--- config.mk ---
export PLATFORM = sky130hd
export DESIGN_NAME = char_lcd_nibble_write_sequencer_unit
export DESIGN_NICKNAME = d
export VERILOG_FILES = /design/src/design/lcdnw_pkg.sv /design/src/design/lcdnw_ctrl.sv /design/src/design/lcdnw_dp.sv /design/src/design/char_lcd_nibble_write_sequencer_unit.sv
export SDC_FILE = /design/constraint.sdc
export NUM_CORES = 1
export LEC_CHECK = 0
export BUFFER_PORTS_ARGS = -buffer_cell sky130_fd_sc_hd__buf_4
export CAP_MARGIN = 10
export CORE_MARGIN = 2
export CORE_UTILIZATION = 50
export DETAILED_ROUTE_END_ITERATION = 16
export GPL_TIMING_DRIVEN = 0
export PLACE_DENSITY = 0.84
export SYNTH_ARGS = -nofsm -noshare
export SYNTH_HDL_FRONTEND = slang
export SYNTH_SLANG_ARGS = --single-unit
--- constraint.sdc ---
create_clock -name clk -period 2.8 [get_ports clk]
set_input_delay 0.56 -clock clk [delete_from_list [all_inputs] [get_ports clk]]
set_output_delay 0.56 -clock clk [all_outputs]
set_load 0.03 [all_outputs]
--- src/design/lcdnw_pkg.sv ---
package lcdnw_pkg;

    // Request codes
    localparam logic [2:0] OP_COMMAND = 3'd0;
    localparam logic [2:0] OP_DATA    = 3'd1;
    localparam logic [2:0] OP_INIT    = 3'd2;
    localparam logic [2:0] OP_SETPOS  = 3'd3;
    localparam logic [2:0] OP_CLEAR   = 3'd4;

    // Port write steps within one byte
    localparam logic [2:0] STEP_HI_NIBBLE = 3'd0;
    localparam logic [2:0] STEP_RS        = 3'd1;
    localparam logic [2:0] STEP_EN_HI_A   = 3'd2;
    localparam logic [2:0] STEP_EN_LO_A   = 3'd3;
    localparam logic [2:0] STEP_LO_NIBBLE = 3'd4;
    localparam logic [2:0] STEP_EN_HI_B   = 3'd5;
    localparam logic [2:0] STEP_EN_LO_B   = 3'd6;

    // Hold times in microseconds
    localparam logic [14:0] WAIT_NONE     = 15'd0;
    localparam logic [14:0] WAIT_PULSE    = 15'd1;
    localparam logic [14:0] WAIT_NIBBLE   = 15'd200;
    localparam logic [14:0] WAIT_BYTE     = 15'd2000;
    localparam logic [14:0] WAIT_CLEAR    = 15'd4000;
    localparam logic [14:0] WAIT_POWER_ON = 15'd20000;

    // Display command bytes
    localparam logic [7:0] CMD_CLEAR     = 8'h01;
    localparam logic [7:0] CMD_HOME_ROW0 = 8'h80;
    localparam logic [7:0] CMD_HOME_ROW1 = 8'hC0;
    localparam logic [7:0] NIBBLE_MASK   = 8'hF0;
    localparam logic [7:0] LOW_MASK      = 8'h0F;

    localparam int RS_BIT_DEFAULT = 0;
    localparam int EN_BIT_DEFAULT = 1;

    typedef struct packed {
        logic [2:0] operation;
        logic [7:0] value;
        logic       row;
        logic [3:0] column;
    } lcd_req_t;

    typedef struct packed {
        logic [7:0]  port_value;
        logic [14:0] wait_us;
        logic        last;
    } lcd_wr_t;

    // Controller to datapath
    typedef struct packed {
        logic       load;
        logic       emit;
        logic       power;
        logic [2:0] op;
        logic [2:0] byte_idx;
        logic [2:0] step;
        logic       last;
    } lcdnw_cmd_t;

    // Datapath to controller
    typedef struct packed {
        logic slot_free;
    } lcdnw_stat_t;

    function automatic logic [7:0] init_byte(input logic [2:0] idx);
        logic [7:0] b;
        case (idx)
            3'd0:    b = 8'h33;
            3'd1:    b = 8'h32;
            3'd2:    b = 8'h28;
            3'd3:    b = 8'h0C;
            3'd4:    b = 8'h06;
            3'd5:    b = CMD_CLEAR;
            default: b = CMD_HOME_ROW0;
        endcase
        return b;
    endfunction

    // Number of bytes sent by a request, minus one
    function automatic logic [2:0] last_byte_idx(input logic [2:0] op);
        logic [2:0] n;
        case (op)
            OP_INIT:  n = 3'd6;
            OP_CLEAR: n = 3'd1;
            default:  n = 3'd0;
        endcase
        return n;
    endfunction

endpackage

--- src/design/lcdnw_ctrl.sv ---
module lcdnw_ctrl
    import lcdnw_pkg::*;
(
    input  logic        clk,
    input  logic        rst_n,
    input  logic        req_valid,
    input  logic [2:0]  req_op,
    output logic        req_ready,
    input  lcdnw_stat_t stat,
    output lcdnw_cmd_t  cmd
);

    localparam logic [1:0] ST_IDLE  = 2'd0;
    localparam logic [1:0] ST_POWER = 2'd1;
    localparam logic [1:0] ST_SEND  = 2'd2;

    logic [1:0] state_reg, state_next;
    logic [2:0] op_reg, op_next;
    logic [2:0] idx_reg, idx_next;
    logic [2:0] step_reg, step_next;
    logic       load;
    logic       final_byte;

    assign req_ready  = (state_reg == ST_IDLE);
    assign load       = req_valid && req_ready;
    assign final_byte = (idx_reg == last_byte_idx(op_reg));

    // Walk the power-on write, then bytes and steps
    always_comb
    begin
        state_next = state_reg;
        op_next    = op_reg;
        idx_next   = idx_reg;
        step_next  = step_reg;
        case (state_reg)
            ST_IDLE:
            begin
                if (load)
                begin
                    op_next   = req_op;
                    idx_next  = 3'd0;
                    step_next = STEP_HI_NIBBLE;
                    if (req_op == OP_INIT)
                        state_next = ST_POWER;
                    else if (req_op == OP_COMMAND || req_op == OP_DATA ||
                             req_op == OP_SETPOS || req_op == OP_CLEAR)
                        state_next = ST_SEND;
                end
            end
            ST_POWER:
            begin
                if (stat.slot_free)
                    state_next = ST_SEND;
            end
            ST_SEND:
            begin
                if (stat.slot_free)
                begin
                    if (step_reg == STEP_EN_LO_B)
                    begin
                        step_next = STEP_HI_NIBBLE;
                        if (final_byte)
                            state_next = ST_IDLE;
                        else
                            idx_next = idx_reg + 3'd1;
                    end
                    else
                    begin
                        step_next = step_reg + 3'd1;
                    end
                end
            end
            default:
            begin
                state_next = ST_IDLE;
            end
        endcase
    end

    always_ff @(posedge clk or negedge rst_n)
    begin
        if (!rst_n)
        begin
            state_reg <= ST_IDLE;
            op_reg    <= OP_COMMAND;
            idx_reg   <= 3'd0;
            step_reg  <= STEP_HI_NIBBLE;
        end
        else
        begin
            state_reg <= state_next;
            op_reg    <= op_next;
            idx_reg   <= idx_next;
            step_reg  <= step_next;
        end
    end

    // Drive the datapath
    always_comb
    begin
        cmd.load     = load;
        cmd.emit     = stat.slot_free &&
                       (state_reg == ST_POWER || state_reg == ST_SEND);
        cmd.power    = (state_reg == ST_POWER);
        cmd.op       = op_reg;
        cmd.byte_idx = idx_reg;
        cmd.step     = step_reg;
        cmd.last     = (state_reg == ST_SEND) && (step_reg == STEP_EN_LO_B) && final_byte;
    end

endmodule

--- src/design/lcdnw_dp.sv ---
module lcdnw_dp
    import lcdnw_pkg::*;
#(
    parameter int RS_BIT = RS_BIT_DEFAULT,
    parameter int EN_BIT = EN_BIT_DEFAULT
)
(
    input  logic        clk,
    input  logic        rst_n,
    input  lcd_req_t    req,
    input  lcdnw_cmd_t  cmd,
    output lcdnw_stat_t stat,
    output logic        out_valid,
    input  logic        out_ready,
    output lcd_wr_t     out_data
);

    localparam logic [7:0] RS_MASK = 8'(1) << RS_BIT;
    localparam logic [7:0] EN_MASK = 8'(1) << EN_BIT;

    logic [7:0] latch_reg, latch_next;
    logic [7:0] value_reg;
    logic       row_reg;
    logic [3:0] column_reg;
    logic       out_valid_reg;
    lcd_wr_t    out_reg, out_next;
    logic [7:0] cur_byte;
    logic [14:0] final_wait;

    // Capture request fields
    always_ff @(posedge clk)
    begin
        if (cmd.load)
        begin
            value_reg  <= req.value;
            row_reg    <= req.row;
            column_reg <= req.column;
        end
    end

    // Select the byte being sent
    always_comb
    begin
        case (cmd.op)
            OP_INIT:   cur_byte = init_byte(cmd.byte_idx);
            OP_SETPOS: cur_byte = (row_reg ? CMD_HOME_ROW1 : CMD_HOME_ROW0) |
                                  {4'd0, column_reg};
            OP_CLEAR:  cur_byte = (cmd.byte_idx == 3'd0) ? CMD_CLEAR : CMD_HOME_ROW0;
            default:   cur_byte = value_reg;
        endcase
        final_wait = ((cmd.op == OP_INIT || cmd.op == OP_CLEAR) && cur_byte == CMD_CLEAR)
                     ? WAIT_CLEAR : WAIT_BYTE;
    end

    // Next port latch and hold time for this step
    always_comb
    begin
        latch_next = latch_reg;
        out_next.wait_us = WAIT_NONE;
        if (cmd.power)
        begin
            out_next.wait_us = WAIT_POWER_ON;
        end
        else
        begin
            case (cmd.step)
                STEP_HI_NIBBLE:
                begin
                    latch_next = (latch_reg & LOW_MASK) | (cur_byte & NIBBLE_MASK);
                end
                STEP_RS:
                begin
                    if (cmd.op == OP_DATA)
                        latch_next = latch_reg | RS_MASK;
                    else
                        latch_next = latch_reg & ~RS_MASK;
                end
                STEP_EN_HI_A, STEP_EN_HI_B:
                begin
                    latch_next = latch_reg | EN_MASK;
                    out_next.wait_us = WAIT_PULSE;
                end
                STEP_EN_LO_A:
                begin
                    latch_next = latch_reg & ~EN_MASK;
                    out_next.wait_us = WAIT_NIBBLE;
                end
                STEP_LO_NIBBLE:
                begin
                    latch_next = (latch_reg & LOW_MASK) | {cur_byte[3:0], 4'd0};
                end
                STEP_EN_LO_B:
                begin
                    latch_next = latch_reg & ~EN_MASK;
                    out_next.wait_us = final_wait;
                end
                default:
                begin
                    latch_next = latch_reg;
                end
            endcase
        end
        out_next.port_value = latch_next;
        out_next.last       = cmd.last;
    end

    // Hold the port latch and the output stage
    always_ff @(posedge clk or negedge rst_n)
    begin
        if (!rst_n)
        begin
            latch_reg     <= 8'd0;
            out_valid_reg <= 1'b0;
        end
        else
        begin
            if (cmd.emit)
            begin
                latch_reg     <= latch_next;
                out_valid_reg <= 1'b1;
            end
            else if (out_ready)
            begin
                out_valid_reg <= 1'b0;
            end
        end
    end

    always_ff @(posedge clk)
    begin
        if (cmd.emit)
            out_reg <= out_next;
    end

    assign stat.slot_free = !out_valid_reg || out_ready;
    assign out_valid      = out_valid_reg;
    assign out_data       = out_reg;

endmodule

--- src/design/char_lcd_nibble_write_sequencer_unit.sv ---
// Character display 4-bit bus write sequencer. One request (command byte, data
// character, init, set position or clear) becomes a run of port writes: seven
// per byte sent, with the nibble on port bits 7..4, RS and EN on the bits set by
// RS_BIT and EN_BIT, and the hold time in microseconds beside each write.
// Init gives 50 writes (a power-on wait, then seven commands), clear gives 14,
// the others 7; unused operation codes are taken and give nothing. One write
// leaves per clock while out_ready stays high, through a single output register
// fed by the step counter of the controller; a new request is taken only once
// the last write of the previous one has entered that register.
module char_lcd_nibble_write_sequencer_unit
    import lcdnw_pkg::*;
#(
    parameter int RS_BIT = RS_BIT_DEFAULT,
    parameter int EN_BIT = EN_BIT_DEFAULT
)
(
    input  logic     clk,
    input  logic     rst_n,
    input  logic     in_valid,
    output logic     in_ready,
    input  lcd_req_t in_data,
    output logic     out_valid,
    input  logic     out_ready,
    output lcd_wr_t  out_data
);

    lcdnw_cmd_t  cmd;
    lcdnw_stat_t stat;

    // Sequence control
    lcdnw_ctrl u_ctrl (
        .clk       (clk),
        .rst_n     (rst_n),
        .req_valid (in_valid),
        .req_op    (in_data.operation),
        .req_ready (in_ready),
        .stat      (stat),
        .cmd       (cmd)
    );

    // Port latch and output stage
    lcdnw_dp #(
        .RS_BIT (RS_BIT),
        .EN_BIT (EN_BIT)
    ) u_dp (
        .clk       (clk),
        .rst_n     (rst_n),
        .req       (in_data),
        .cmd       (cmd),
        .stat      (stat),
        .out_valid (out_valid),
        .out_ready (out_ready),
        .out_data  (out_data)
    );

endmodule
==> out/results.txt, run 1 <==
Async S/R FF share, synth - 38.3%
post-synthesis mux area share - 2.91%
largest family of logic cells by synthesized area - simple AND/OR/NAND/NOR gates
register bit total from synthesis - 47
clock sink count - 47
Period minus WS final - 2.28 ns
met3 usage - 2.95%
P per Cell Area - 1230 nW/um^2
Synth Area in Simple Gates - 16.9%
Clk pin slew, worst setup/hold paths - 0.09 ns
full die area - 5660 um^2
total of max-cap violations - 0
DRC viols - 0
TritonCTS buffer count - 5
final wirelength - 4990 um
placed wire-length estimate - 3740 um
ANT nets after route - 0
GR Overflow Total - 0
Worst setup SP type - flop
global-route wire length before repair - 8110 um
hold buffers post-CTS - 0
Non-Filler Instances - 354
max_slew headroom - 56.4%
Seq/Total Area, Yosys - 52.1%
Post-Syn Area per Cell - 10.8 um^2
crit path kind - reg -> reg
Compound-Gate Fraction of Synth Area - 15.8%
core region area - 4820 um^2
routed via count - 1891
status - complete, no violations
GR peak layer - met2
Post-Synth Adder-Cell Area - 4.44%
max FFs per register - 16
CTS tree - built
maximum clock frequency - 0.439 GHz
measured slew at the worst slew-check pin - 0.653 ns
initial antenna violation count - 0
peak supply drop - 567 uV
crit share post-route - 81.3%
Req. time, crit path - 2.86 ns
Top FF cell, synth - edfxtp_1
Final Hold Vio Count - 0
Clock Path Buffers - 2
met1 usage - 23.4%
XOR/XNOR share of the synthesized area - 0.345%
reg2reg path depth - 7
Hold Path Class - in -> async
arrival time at the worst endpoint - 2.33 ns
placer congestion estimate - 0.870
Post-Synthesis Cells - 235
Site Rows - 25
kind of end point of the critical path - flop
Final Max Tran Viols - 0
dpl cells - 346
synthesized cell area - 2540 um^2
diode count - 0
setup bufs post-CTS - 0
Iter 0 DRT Violations - 128
1st-pass router iterations - 4
Fillers - 403
Root Driver - clkbuf_8
final core utilization - 63.2%
DR vias/cell - 5.34
Unique masters post-synth - 59
chip height - 75.2 um
Wirelength per Cell - 14.1 um
I/O Buffers - 39
layout cells sized above 1 - 26.1%
leakage power - 1.33 nW
pin count of the biggest net entering global routing - 19
# setup viols final - 0
H-tree depth - 2
Starting Density - 52.7%
gr usage total - 19.3%
Placement Setup Slack - 0.559 ns
Hold Worst Slack - 0.114 ns
Critical Path Fanout Max - 7
Placed Instance Area - 2930 um^2
clock skew - 0.00722 ns
Total Neg Setup Slack - 0 ns
RSZ-0062 raised after global routing - no
vias in the first global route - 1808
Final Cell Area - 3050 um^2
Syn. warnings - 0
grt met2 use - 34.4%
post-layout power - 3.75 mW
I/O pin count - 46
clk_lat worst skew - 0.30 ns
NumNets Final - 315
Chip Width - 75.2 um
number of flops mapped to enable cells by yosys - 29
final worst slack - 0.523 ns
post-CTS resize count - 0
Syn-to-layout area delta - 20.0%
## layer usage
metal / part of all wire, % / wire length [um]
met5: 0 / 0
met4: 1.4 / 72
met2: 51 / 2550
met3: 4.3 / 216
met1: 43 / 2160
## kinds of logic after synthesis
kind of cell / count (synthesis)
adders and majority gates: 9
buffers and inverters: 32
and+or+nand+nor: 81
AOI/OAI and AO/OA: 57
xor gates and xnor gates: 1
muxes: 7
DFF: 47
other: 1
## placed cells by master (no fill, tap or decap), drive strengths merged, types with 4 or more instances in the layout
master and n:
conb 6, nor2 11, a21oi 9, edfxtp 29
ha 9, dfrtp 18, nor2b 8, nand2b 7
a22o 6, mux2i 4, clkbuf 8, nor3 4
o21ai 12, nand3 8, buf 54, nand2 25
inv 14
## final cells by class
class | instances | area (um^2) | area share [%]
timing repair buffer | 39 | 293 | 9.61
sequential | 47 | 1320 | 43.4
clock buffer | 5 | 68.8 | 2.26
tap | 67 | 83.8 | 2.75
inverter | 14 | 57.6 | 1.89
clock inverter | 3 | 43.8 | 1.44
multi-input combinational | 161 | 1050 | 34.3
buffer | 18 | 131 | 4.31
## cells in the mapped netlist, types with 2 or more instances
cell type / number / share of area (%)
a21o_1: 2 / 0.59
a21oi_1: 9 / 1.8
a22o_1: 5 / 1.7
a22oi_1: 3 / 0.89
a31oi_1: 2 / 0.49
buf_2: 2 / 0.39
buf_4: 8 / 2.4
buf_6: 4 / 1.8
clkbuf_1: 2 / 0.30
dfrtp_1: 18 / 18
edfxtp_1: 29 / 34
ha_1: 9 / 4.4
inv_1: 13 / 1.9
mux2_2: 3 / 1.3
mux2i_1: 4 / 1.6
nand2_1: 25 / 3.7
nand2b_1: 6 / 1.5
nand3_1: 8 / 1.6
nand4_1: 2 / 0.49
nor2_1: 11 / 1.6
nor2b_1: 8 / 2.0
nor3_1: 4 / 0.79
nor3b_1: 3 / 0.89
o211ai_1: 3 / 0.89
o21ai_0: 12 / 2.4
o311ai_0: 3 / 1.0
o31ai_1: 3 / 0.89
o32ai_1: 2 / 0.69
or2_2: 2 / 0.49
## path summary, 6_finish.rpt
| kind | from | slack (ns) | to |
|---|---|---|---|
| min in group clk | in_data[11] | 0.43 | u_dp.value_reg[6] |
| worst max-delay path | u_ctrl.idx_reg[0] | 0.52 | u_dp.out_data[20] |
| worst max register to register | u_ctrl.idx_reg[0] | 0.52 | u_dp.out_data[20] |
| max in group asynchronous | rst_n | 2.49 | u_ctrl.op_reg[1] |
| worst min-delay path | rst_n | 0.11 | u_ctrl.idx_reg[1] |
| worst min register to register | u_dp.latch_reg[6] | 0.49 | u_dp.latch_reg[6] |
## power by group
group,switching [mW],total (mW),internal [mW]
clock,0.229,0.495,0.266
sequential,0.138,1.24,1.10
combinational,1.24,2.01,0.775
## critical path: stages, from the launching register on
cell,delay [ns]
dfrtp_1,0.47
inv_1,0.12
ha_1,0.28
nor2b_1,0.19
o311ai_0,0.39
nand4_1,0.24
mux2i_1,0.23
o21ai_0,0.10
(Power assumes the default switching activity.)
==> run 2, diff against run 1 <==
--- a/config.mk
+++ b/config.mk
@@ -11,7 +11,7 @@
 export CORE_UTILIZATION = 50
 export DETAILED_ROUTE_END_ITERATION = 16
 export GPL_TIMING_DRIVEN = 0
-export PLACE_DENSITY = 0.84
+export PLACE_DENSITY = 0.87
 export SYNTH_ARGS = -nofsm -noshare
 export SYNTH_HDL_FRONTEND = slang
 export SYNTH_SLANG_ARGS = --single-unit
==> constraint.sdc (replaced) <==
create_clock -name clk -period 1.9 [get_ports clk]
set_input_delay 0.38 -clock clk [delete_from_list [all_inputs] [get_ports clk]]
set_output_delay 0.38 -clock clk [all_outputs]
set_load 0.03 [all_outputs]
==> out/results.txt, run 2 (synthesis results as in run 1) <==
status - complete, but fails checks (was complete, no violations)
violated checks - negative setup slack
CTS tree - built (unchanged)
vias in the first global route - 1829 (was 1808)
final worst slack - -0.0289 ns (was 0.523 ns)
maximum clock frequency - 0.518 GHz (was 0.439 GHz)
most common cell after layout, fill and taps aside - buf_4 (unchanged)
placed wire-length estimate - 3820 um (was 3740 um)
Chip Width - 75.2 um (unchanged)
H-tree depth - 2 (unchanged)
max_slew headroom - 61.7% (was 56.4%)
initial antenna violation count - 0 (unchanged)
I/O pin count - 46 (unchanged)
gr usage total - 19.9% (was 19.3%)
Period minus WS final - 1.93 ns (was 2.28 ns)
final core utilization - 67.8% (was 63.2%)
area occupied by multi-input gates - 1220 um^2 (was 1050 um^2)
clock skew - 0.00550 ns (was 0.00722 ns)
Critical Path Fanout Max - 6 (was 7)
pin count of the biggest net entering global routing - 19 (unchanged)
ANT nets after route - 0 (unchanged)
Hold Worst Slack - 0.254 ns (was 0.114 ns)
# setup viols final - 1 (was 0)
kind of end point of the critical path - flop (unchanged)
measured slew at the worst slew-check pin - 0.574 ns (was 0.653 ns)
Final Hold Vio Count - 0 (unchanged)
register area - 1330 um^2 (was 1320 um^2)
total of max-cap violations - 0 (unchanged)
1st-pass router iterations - 4 (unchanged)
peak supply drop - 821 uV (was 567 uV)
full die area - 5660 um^2 (unchanged)
chip height - 75.2 um (unchanged)
clk_lat worst skew - 0.30 ns (about the same)
max FFs per register - 16 (unchanged)
DR vias/cell - 5.53 (was 5.34)
Root Driver - clkbuf_8 (unchanged)
Hold Path Class - in -> reg (was in -> async)
Starting Density - 52.7% (unchanged)
crit path kind - reg -> reg (unchanged)
Clock Path Buffers - 2 (unchanged)
Final Max Tran Viols - 0 (unchanged)
core region area - 4820 um^2 (unchanged)
TritonCTS buffer count - 5 (unchanged)
Site Rows - 25 (unchanged)
final wirelength - 5440 um (was 4990 um)
GR Overflow Total - 0 (unchanged)
NumNets Final - 320 (was 315)
P per Cell Area - 1830 nW/um^2 (was 1230 nW/um^2)
Iter 0 DRT Violations - 104 (was 128)
clock sink count - 47 (unchanged)
global-route wire length before repair - 8400 um (was 8110 um)
crit share post-route - 102% (was 81.3%)
Worst setup SP type - flop (unchanged)
RSZ-0062 raised after global routing - yes (was no)
Wirelength per Cell - 15.2 um (was 14.1 um)
Total Neg Setup Slack - -0.0289 ns (was 0 ns)
leakage power - 1.37 nW (was 1.33 nW)
Fillers - 360 (was 403)
I/O Buffers - 39 (unchanged)
Clk pin slew, worst setup/hold paths - 0.08 ns (was 0.09 ns)
diode count - 0 (unchanged)
commonest non-fill, non-tap cells in the layout - buf_4, edfxtp_1, nand2_1, dfrtp_1, o21ai_0 (was buf_4, edfxtp_1, nand2_1, dfrtp_1, inv_1)
routed via count - 1979 (was 1891)
arrival time at the worst endpoint - 1.98 ns (was 2.33 ns)
layout cells sized above 1 - 39.9% (was 26.1%)
Req. time, crit path - 1.95 ns (was 2.86 ns)
Syn-to-layout area delta - 28.6% (was 20.0%)
placer congestion estimate - 0.846 (was 0.870)
DRC viols - 0 (unchanged)
run 2: critical path, cell delays in order, from the launching register on:
cell and delay, ns:
dfrtp_2 0.45, inv_2 0.11, ha_4 0.19, nor2b_4 0.19, nand4_1 0.12, nand4_1 0.15
buf_4 0.13, a21boi_1 0.06, or2_2 0.28
run 2: worst paths after layout:
check,start,endpoint,slack (ns),cells past startpoint
max reg2reg,u_ctrl.idx_reg[1],u_dp.out_data[7],-0.03,8
min reg2reg,u_dp.latch_reg[4],u_dp.latch_reg[4],0.49,1
max in group asynchronous,rst_n,u_ctrl.step_reg[1],1.19,2
max,u_ctrl.idx_reg[1],u_dp.out_data[7],-0.03,8
min in group asynchronous,rst_n,u_ctrl.state_reg[1],0.48,2
min,in_data[8],u_dp.value_reg[3],0.25,1
run 2: area by class of cell:
class / instances / share of cell area (%)
multi-input cells: 161 / 37.5
plain buffers: 16 / 3.99
clock buffers: 6 / 2.53
flip-flops and latches: 47 / 40.6
inverters: 14 / 1.95
well taps: 67 / 2.57
repair buffers: 46 / 10.7
clock inverters: 1 / 0.153
run 2: metrics by stage:
| step | std cells | power, mW | instance area [um^2] | setup slack, ns |
|---|---|---|---|---|
| 3_5_place_dp | 346 | 4.83 | 2940 | -0.302 |
| 2_1_floorplan | 240 | 3.99 | 2560 | 0.0134 |
| 3_3_place_gp | 346 | 4.74 | 2940 | -0.269 |
| 5_1_grt | 358 | 6.37 | 3260 | -0.0835 |
| 4_1_cts | 357 | 5.71 | 3160 | -0.0621 |
| 6_report | 358 | 5.99 | 3260 | -0.0289 |
run 2: timing repair:
item	in CTS	in global routing
hold buffers	1	0
cloned	0	0
buffers inserted	4	2
pin swaps	6	11
setup endpoints to repair	12	18
endpoints found under the hold margin	18	0
gates resized for setup	26	27
run 2: power breakdown:
part	switching [mW]	internal (mW)
Sequential	0.246	1.63
Combinational	2.06	1.46
Clock	0.314	0.286
Total	2.62	3.37
run 2: metal layers:
| layer | GRT usage (%) | vias up | share of wire [%] |
|---|---|---|---|
| met5 | 0 | - | 0 |
| met4 | 7.02 | 0 | 1.5 |
| met3 | 4.82 | 10 | 6.6 |
| met2 | 32.7 | 84 | 50 |
| met1 | 25.8 | 932 | 42 |
| li1 | - | 953 | - |
==> run 3, diff against run 2 <==
--- a/config.mk
+++ b/config.mk
@@ -8,10 +8,10 @@
 export BUFFER_PORTS_ARGS = -buffer_cell sky130_fd_sc_hd__buf_4
 export CAP_MARGIN = 10
 export CORE_MARGIN = 2
-export CORE_UTILIZATION = 50
+export CORE_UTILIZATION = 48
 export DETAILED_ROUTE_END_ITERATION = 16
 export GPL_TIMING_DRIVEN = 0
-export PLACE_DENSITY = 0.87
+export PLACE_DENSITY = 0.84
 export SYNTH_ARGS = -nofsm -noshare
 export SYNTH_HDL_FRONTEND = slang
 export SYNTH_SLANG_ARGS = --single-unit
==> out/results.txt, run 3 (synthesis results as in run 1) <==
I/O Buffers - 39 (unchanged)
Clk pwr share - 9.2% (was 10.0%)
most common cell after layout, fill and taps aside - buf_4 (unchanged)
DR vias/cell - 5.67 (was 5.53)
Starting Density - 49.7% (was 52.7%)
Crit path largest cell delay - 0.52 ns (was 0.45 ns)
DRC viols - 0 (unchanged)
Top Layer Used - met4 (unchanged)
Root Driver - clkbuf_8 (unchanged)
routed metal-1 wire length - 2470 um (was 2290 um)
Comb pwr share - 61.5% (was 58.7%)
Final Cell Area - 3400 um^2 (was 3260 um^2)
initial antenna violation count - 0 (unchanged)
# setup viols final - 3 (was 1)
placer congestion estimate - 0.920 (was 0.846)
WP buf/inv - 1 (was 2)
P per Cell Area - 1860 nW/um^2 (was 1830 nW/um^2)
max_slew headroom - 58.7% (was 61.7%)
Clk pin slew, worst setup/hold paths - 0.08 ns (about the same)
kind of end point of the critical path - flop (unchanged)
sw frac - 43.9% (was 43.7%)
Worst setup SP type - flop (unchanged)
clock sink count - 47 (unchanged)
Placement Setup Slack - -0.289 ns (was -0.302 ns)
clk_lat worst skew - 0.31 ns (was 0.30 ns)
Fillers - 359 (was 360)
leakage power - 1.46 nW (was 1.37 nW)
Clock Path Buffers - 2 (unchanged)
Req. time, crit path - 2.15 ns (was 1.95 ns)
CP max-delay cell - or4_4 (was dfrtp_2)
gr usage total - 19.5% (was 19.9%)
ANT nets after route - 0 (unchanged)
length of routed met3 wiring - 369 um (was 360 um)
Hold Path Class - in -> reg (unchanged)
arrival time at the worst endpoint - 2.21 ns (was 1.98 ns)
Sequential Power Share - 29.2% (was 31.3%)
maximum clock frequency - 0.510 GHz (was 0.518 GHz)
GR Overflow Total - 0 (unchanged)
TritonCTS buffer count - 5 (unchanged)
clock skew - 0.00619 ns (was 0.00550 ns)
area occupied by multi-input gates - 1240 um^2 (was 1220 um^2)
crit share post-route - 103% (was 102%)
Iter 0 DRT Violations - 142 (was 104)
register area - 1330 um^2 (about the same)
core region area - 5110 um^2 (was 4820 um^2)
final worst slack - -0.0617 ns (was -0.0289 ns)
Wirelength per Cell - 16.5 um (was 15.2 um)
H-tree depth - 2 (unchanged)
Critical Path Fanout Max - 5 (was 6)
routed via count - 2136 (was 1979)
peak supply drop - 774 uV (was 821 uV)
I/O pin count - 46 (unchanged)
pin count of the biggest net entering global routing - 19 (unchanged)
placed wire-length estimate - 3850 um (was 3820 um)
1st-pass router iterations - 5 (was 4)
full die area - 5880 um^2 (was 5660 um^2)
Period minus WS final - 1.96 ns (was 1.93 ns)
Final Hold Vio Count - 0 (unchanged)
chip height - 76.7 um (was 75.2 um)
diode count - 0 (unchanged)
global-route wire length before repair - 9130 um (was 8400 um)
routed wl met2 - 3210 um (was 2710 um)
final wirelength - 6220 um (was 5440 um)
measured slew at the worst slew-check pin - 0.618 ns (was 0.574 ns)
Placed Instance Area - 2940 um^2 (about the same)
Chip Width - 76.7 um (was 75.2 um)
Syn-to-layout area delta - 33.9% (was 28.6%)
total of max-cap violations - 0 (unchanged)
max FFs per register - 16 (unchanged)
status - complete, but fails checks (unchanged)
crit path kind - reg -> reg (unchanged)
CP delay by family, top - simple AND/OR/NAND/NOR gates (unchanged)
commonest non-fill, non-tap cells in the layout - buf_4, edfxtp_1, nand2_1, dfrtp_1, o21ai_0 (unchanged)
critical-path cell list - inv_2 -> ha_4 -> and2b_2 -> a211o_1 -> a21o_1 -> or4_4 -> nand3_2 (was inv_2 -> ha_4 -> nor2b_4 -> nand4_1 -> nand4_1 -> buf_4 -> a21boi_1 -> or2_2)
vias in the first global route - 1929 (was 1829)
violated checks - negative setup slack (unchanged)
RSZ-0062 raised after global routing - yes (unchanged)
Final Max Tran Viols - 0 (unchanged)
NumNets Final - 335 (was 320)
Site Rows - 26 (was 25)
Total Neg Setup Slack - -0.0795 ns (was -0.0289 ns)
layout cells sized above 1 - 43.3% (was 39.9%)
CTS tree - built (unchanged)
sw power - 2.77 mW (was 2.62 mW)
Int Power - 3.54 mW (was 3.37 mW)
[run 3: routing by layer]
metal / vias up / global-route usage, %
li1: 983 / -
met1: 1027 / 24.0
met2: 111 / 33.8
met3: 15 / 3.29
met4: 0 / 8.36
met5: - / 0
[run 3: repair_timing]
action                                  CTS  global route
gates resized for setup                  30            29
endpoints found under the setup margin   12            15
setup buffers                             8            13
hold buffers                              1             0
hold endpoints to repair                 18             0
pin swaps                                10            15
gates cloned                              0             0
[run 3: final cells by class]
class                           instances  share of cell area [%]
Buffer                                 17                    4.09
Clock buffer                            5                    2.03
Clock inverter                          3                   0.442
Inverter                               14                    1.77
Multi-Input combinational cell        161                    36.6
Sequential cell                        47                    39.0
Tap cell                               70                    2.58
Timing Repair Buffer                   60                    13.4
[run 3: path summary, 6_finish.rpt]
path	start	end	slack, ns	depth (start not counted)
worst max-delay path	u_ctrl.state_reg[1]	u_ctrl.idx_reg[2]	-0.06	7
worst min-delay path	in_data[9]	u_dp.value_reg[4]	0.25	1
worst max register to register	u_ctrl.state_reg[1]	u_ctrl.idx_reg[2]	-0.06	7
worst min register to register	u_dp.latch_reg[6]	u_dp.latch_reg[6]	0.48	2
max in group asynchronous	rst_n	u_ctrl.idx_reg[0]	1.21	2
min in group asynchronous	rst_n	u_ctrl.state_reg[0]	0.48	2
[run 3: power by group through the flow]
stage | registers [mW] | logic (mW) | clock network, mW
6_report | 1.84 | 3.88 | 0.584
5_1_grt | 1.88 | 4.12 | 0.635
4_1_cts | 1.83 | 3.32 | 0.589
3_5_place_dp | 1.84 | 2.97 | 0
3_3_place_gp | 1.83 | 2.89 | 0
2_1_floorplan | 2.19 | 1.80 | 0
[run 3: per-stage QoR]
step                hold slack, ns  cells  total power [mW]  utilization, %
global route                 0.239    377              6.64            66.5
finish                       0.246    377              6.31            66.5
global placement             0.264    349              4.72            57.6
detailed placement           0.266    349              4.82            57.6
floorplan                   0.0844    240              3.99               -
CTS                          0.245    365              5.74            62.9
